File: config.mk
export PLATFORM = sky130hd
export DESIGN_NAME = tdpm_queue
export DESIGN_NICKNAME = d
export VERILOG_FILES = /design/src/rtl/tdpm_queue.sv
export SDC_FILE = /design/constraint.sdc
export NUM_CORES = 1
export LEC_CHECK = 0
export BUFFER_PORTS_ARGS = -buffer_cell sky130_fd_sc_hd__buf_2
export CAP_MARGIN = 30
export CORE_UTILIZATION = 30
export CTS_BUF_LIST = sky130_fd_sc_hd__clkbuf_8
export DETAILED_ROUTE_END_ITERATION = 8
export PLACE_DENSITY_LB_ADDON = 0.15
export SETUP_SLACK_MARGIN = 0.5
export SLEW_MARGIN = 25
export SYNTH_ARGS = -nofsm -noshare
export SYNTH_HDL_FRONTEND = slang
export SYNTH_SLANG_ARGS = --single-unit
File: constraint.sdc
create_clock -name clock -period 1.75 [get_ports clock]
set_input_delay 0.35 -clock clock [delete_from_list [all_inputs] [get_ports clock]]
set_output_delay 0.35 -clock clock [all_outputs]
set_load 0.02 [all_outputs]
File: src/rtl/tdpm_queue.sv
module tdpm_queue #(
   parameter int WIDTH = 8,
   parameter int DEPTH = 4
) (
   input  logic             clock,
   input  logic             reset,
   input  logic             push,
   input  logic [WIDTH-1:0] push_data,
   output logic             full,
   input  logic             pop,
   output logic             empty,
   output logic [WIDTH-1:0] head_data
);

   localparam int PTR_W = $clog2(DEPTH);
   localparam int CNT_W = $clog2(DEPTH + 1);

   logic [WIDTH-1:0] entry_ff [DEPTH];
   logic [PTR_W-1:0] wr_ptr_ff, wr_ptr_in;
   logic [PTR_W-1:0] rd_ptr_ff, rd_ptr_in;
   logic [CNT_W-1:0] count_ff, count_in;

   assign full      = (32'(count_ff) == 32'(DEPTH));
   assign empty     = (count_ff == '0);
   assign head_data = entry_ff[rd_ptr_ff];

   // pointer and fill count update
   always_comb begin
      wr_ptr_in = wr_ptr_ff;
      rd_ptr_in = rd_ptr_ff;
      count_in  = count_ff;
      if (push) begin
         wr_ptr_in = (32'(wr_ptr_ff) == 32'(DEPTH - 1)) ? '0 : wr_ptr_ff + PTR_W'(1);
      end
      if (pop) begin
         rd_ptr_in = (32'(rd_ptr_ff) == 32'(DEPTH - 1)) ? '0 : rd_ptr_ff + PTR_W'(1);
      end
      if (push && !pop) begin
         count_in = count_ff + CNT_W'(1);
      end else if (pop && !push) begin
         count_in = count_ff - CNT_W'(1);
      end
   end

   always_ff @(posedge clock) begin
      if (reset) begin
         wr_ptr_ff <= '0;
         rd_ptr_ff <= '0;
         count_ff  <= '0;
      end else begin
         wr_ptr_ff <= wr_ptr_in;
         rd_ptr_ff <= rd_ptr_in;
         count_ff  <= count_in;
      end
   end

   // entry storage
   always_ff @(posedge clock) begin
      if (push) begin
         entry_ff[wr_ptr_ff] <= push_data;
      end
   end

   a_no_push_when_full: assert property (@(posedge clock) disable iff (reset)
      push |-> !full)
      else $error("queue written while full");

endmodule

==> impl_metrics.py <==
metrics = {
    "grt": {
        "grt.busiest_layer": "met2",
        "use_met3": 0.04016,
        "grt_overflow_total": 0,
        "track_usage": 0.1107,
        "grt_use_met1": 0.1377,
        "grt_pass1_vias": 869,
        "grt_pass1_wl_um": 4250,
        "grt_max_degree": 14,
        "grt_antenna_before_repair": 0,
        "grt_use_met2": 0.1732,
    },
    "logic_synthesis": {
        "synth_top_cell_by_area": "edfxtp_1",
        "synth.avg_cell_area_sq_um": 18.58,
        "synth_top_area_frac": 0.6014,
        "syn-cell-area_sq_um": 1598,
        "yosysWarnings": 0,
        "synth_area_leaders": "edfxtp_1 (60%), dfxtp_1 (11%), mux4_2 (11%), ha_1 (4.7%), mux2i_1 (2.5%)",
        "syn_nets": 105,
        "synth_cells": 86,
        "ys_ff_latch": 41,
        "netlist-cell-type-count": 17,
        "ys_seq_area_frac": 0.7142,
    },
    "floorplanning": {
        "dieArea_sq_um": 5622,
        "ioPinCount": 22,
        "die-height_um": 74.98,
        "initial_core_util": 0.3128,
        "num_rows": 26,
        "die_x_um": 74.98,
        "core_sq_um": 5107,
    },
    "final_layout": {
        "area_delta_synth_final_pct": 29.60,
        "diodes": 0,
        "final_cells": 190,
        "final_net_count": 138,
        "layout-drive-gt1-share": 0.4833,
    },
    "routing": {
        "vias": 834,
        "ant_nets": 0,
        "wl_um": 2685,
        "wl_per_cell_um": 14.13,
        "routed_via_density": 4.389,
        "drcViolationCount": 0,
        "dr.pass1.iters": 3,
        "drt_iter0_markers": 21,
    },
    "clock_tree": {
        "hold_buffers": 0,
        "cts_inserted_buffers": 5,
        "cts_sinks": 41,
        "htree_levels": 2,
        "cts_buffer_depth": 2,
        "cts_root_buf": "clkbuf_8",
        "clk_latency_ps": 290,
        "tritoncts": "done",
        "cts.clk_slew.worst_paths_ps": 80,
    },
    "critical_path": {
        "worstPathRequired_ps": 1400,
        "critPathLaunchType": "register",
        "critPathCaptureType": "output pin",
        "r2r_cells": 4,
        "cp.arrival_ps": 1430,
        "crit_type": "register to output pin",
        "path_max_fanout": 8,
        "rr_startpoint": "count_ff[0]$_SDFFE_PP0P_",
    },
    "power": {
        "powerDensity_nw_per_um2": 1066,
        "finalPower_mw": 2.208,
        "ir_drop_v": 0.0003207,
        "p_leak_nw": 0.7507,
    },
    "timing": {
        "period_minus_slack_ps": 1782,
        "fin_setup_tns_ps": -181.5,
        "setup_ws_ps": -31.88,
        "tightestPinTransition_ps": 186.1,
        "timing.final.crit_share": 1.018,
        "slew_headroom": 0.8756,
        "skew_ps": 4.190,
        "slew_viol_final": 0,
        "setup_viol": 8,
        "hold_ws_ps": 275.8,
        "hold_violations": 0,
        "grt_setup_unrepaired": "yes",
        "timing.fmax_mhz": 561.2,
    },
    "worst_hold_path": {
        "hold_depth": 1,
        "hp-start": "push_data[1]",
        "holdCritPathClass": "input pin to register",
    },
    "place": {
        "portBuffers": 21,
        "place_ws_ps": -32.84,
        "placed_cells": 181,
        "dp_hpwl_um": 1843,
        "place_congestion": 0.6792,
    },
    "job": {
        "cap_violations": 0,
    },
    "outcome": {
        "status": "complete, but fails checks",
        "failed_checks": "negative setup slack",
    },
}
## cell families after synthesis
| group | Yosys count | synth area share |
|---|---|---|
| flops | 41 | 0.7142 |
| xor+xnor | 2 | 0.01097 |
| simple gates | 15 | 0.04855 |
| mux | 12 | 0.1378 |
| compound gates | 3 | 0.009394 |
| buf+inv | 6 | 0.01957 |
| fa+ha+maj | 7 | 0.05951 |
## Yosys cell counts (all sizes together)
| master | n |
|---|---|
| xor2 | 2 |
| a21oi | 2 |
| fa | 1 |
| nor3 | 1 |
| nor2 | 7 |
| dfxtp | 9 |
| edfxtp | 32 |
| and2 | 4 |
| mux2i | 4 |
| clkbuf | 1 |
| nor3b | 2 |
| inv | 4 |
| ha | 6 |
| buf | 1 |
| mux4 | 8 |
| or3 | 1 |
| o21ai | 1 |
## worst paths after layout
check	to	slack, ps
min reg2reg	count_ff[2]$_SDFFE_PP0P_	510
min	entry_ff[2][1]$_DFFE_PP_	280
max	head_data[7]	-30
max reg2reg	count_ff[2]$_SDFFE_PP0P_	330
## through the flow
step / cell area, sq um / utilization
6_report: 2071 / 0.4054
5_1_grt: 2071 / 0.4054
4_1_cts: 2051 / 0.4015
3_5_place_dp: 1848 / 0.3618
3_3_place_gp: 1848 / 0.3618
2_1_floorplan: 1627 / -
## sequential cells by signal (all words and copies together), names as in the netlist, named ones only
| name | count |
|---|---|
| entry_ff | 32 |
| count_ff | 3 |
| rd_ptr_ff | 2 |
| wr_ptr_ff | 2 |
## critical path, stage by stage (launching register included)
cell and delay, ps:
dfxtp_4 460, mux4_2 540, buf_6 150
## report_power, final
group / switching, mW / leakage [nW] / internal, mW
clock: 0.308 / 0.0518 / 0.419
combinational: 0.157 / 0.328 / 0.173
sequential: 0.0382 / 0.371 / 1.11
total: 0.504 / 0.751 / 1.70
## placed cells by master (no fill, tap or decap), drive strengths merged
master / synthesis / final
o21ai: 1 / 1
a21oi: 2 / 2
clkinvlp: 0 / 1
mux2i: 4 / 4
fa: 1 / 1
bufinv: 0 / 1
buf: 1 / 28
or3: 1 / 1
edfxtp: 32 / 32
dfxtp: 9 / 9
clkinv: 0 / 1
inv: 4 / 4
nor3b: 2 / 2
and2: 4 / 4
clkbuf: 1 / 5
ha: 6 / 6
nor3: 1 / 1
nor2: 7 / 7
mux4: 8 / 8
xor2: 2 / 2
## final cells by class
cell class              count  area [sq um]
clock buffers               5         68.82
clock inverters             3         41.29
fillers                   498          3037
inverters                   4         27.53
multi-input cells          39         462.9
flip-flops and latches     41          1156
well taps                  70         87.58
repair buffers             28         226.5
## timing repair
action,in CTS,in global routing
pin swaps,3,1
resized for setup,30,6
endpoints found under the setup margin,24,33
buffers inserted,1,0
## metal layers
metal / routed length (um) / vias up
li1: - / 392
met1: 1188 / 422
met2: 1338 / 15
met3: 116 / 5
met4: 41 / 0
met5: 0 / -
Power figures use the tool's default switching activity.
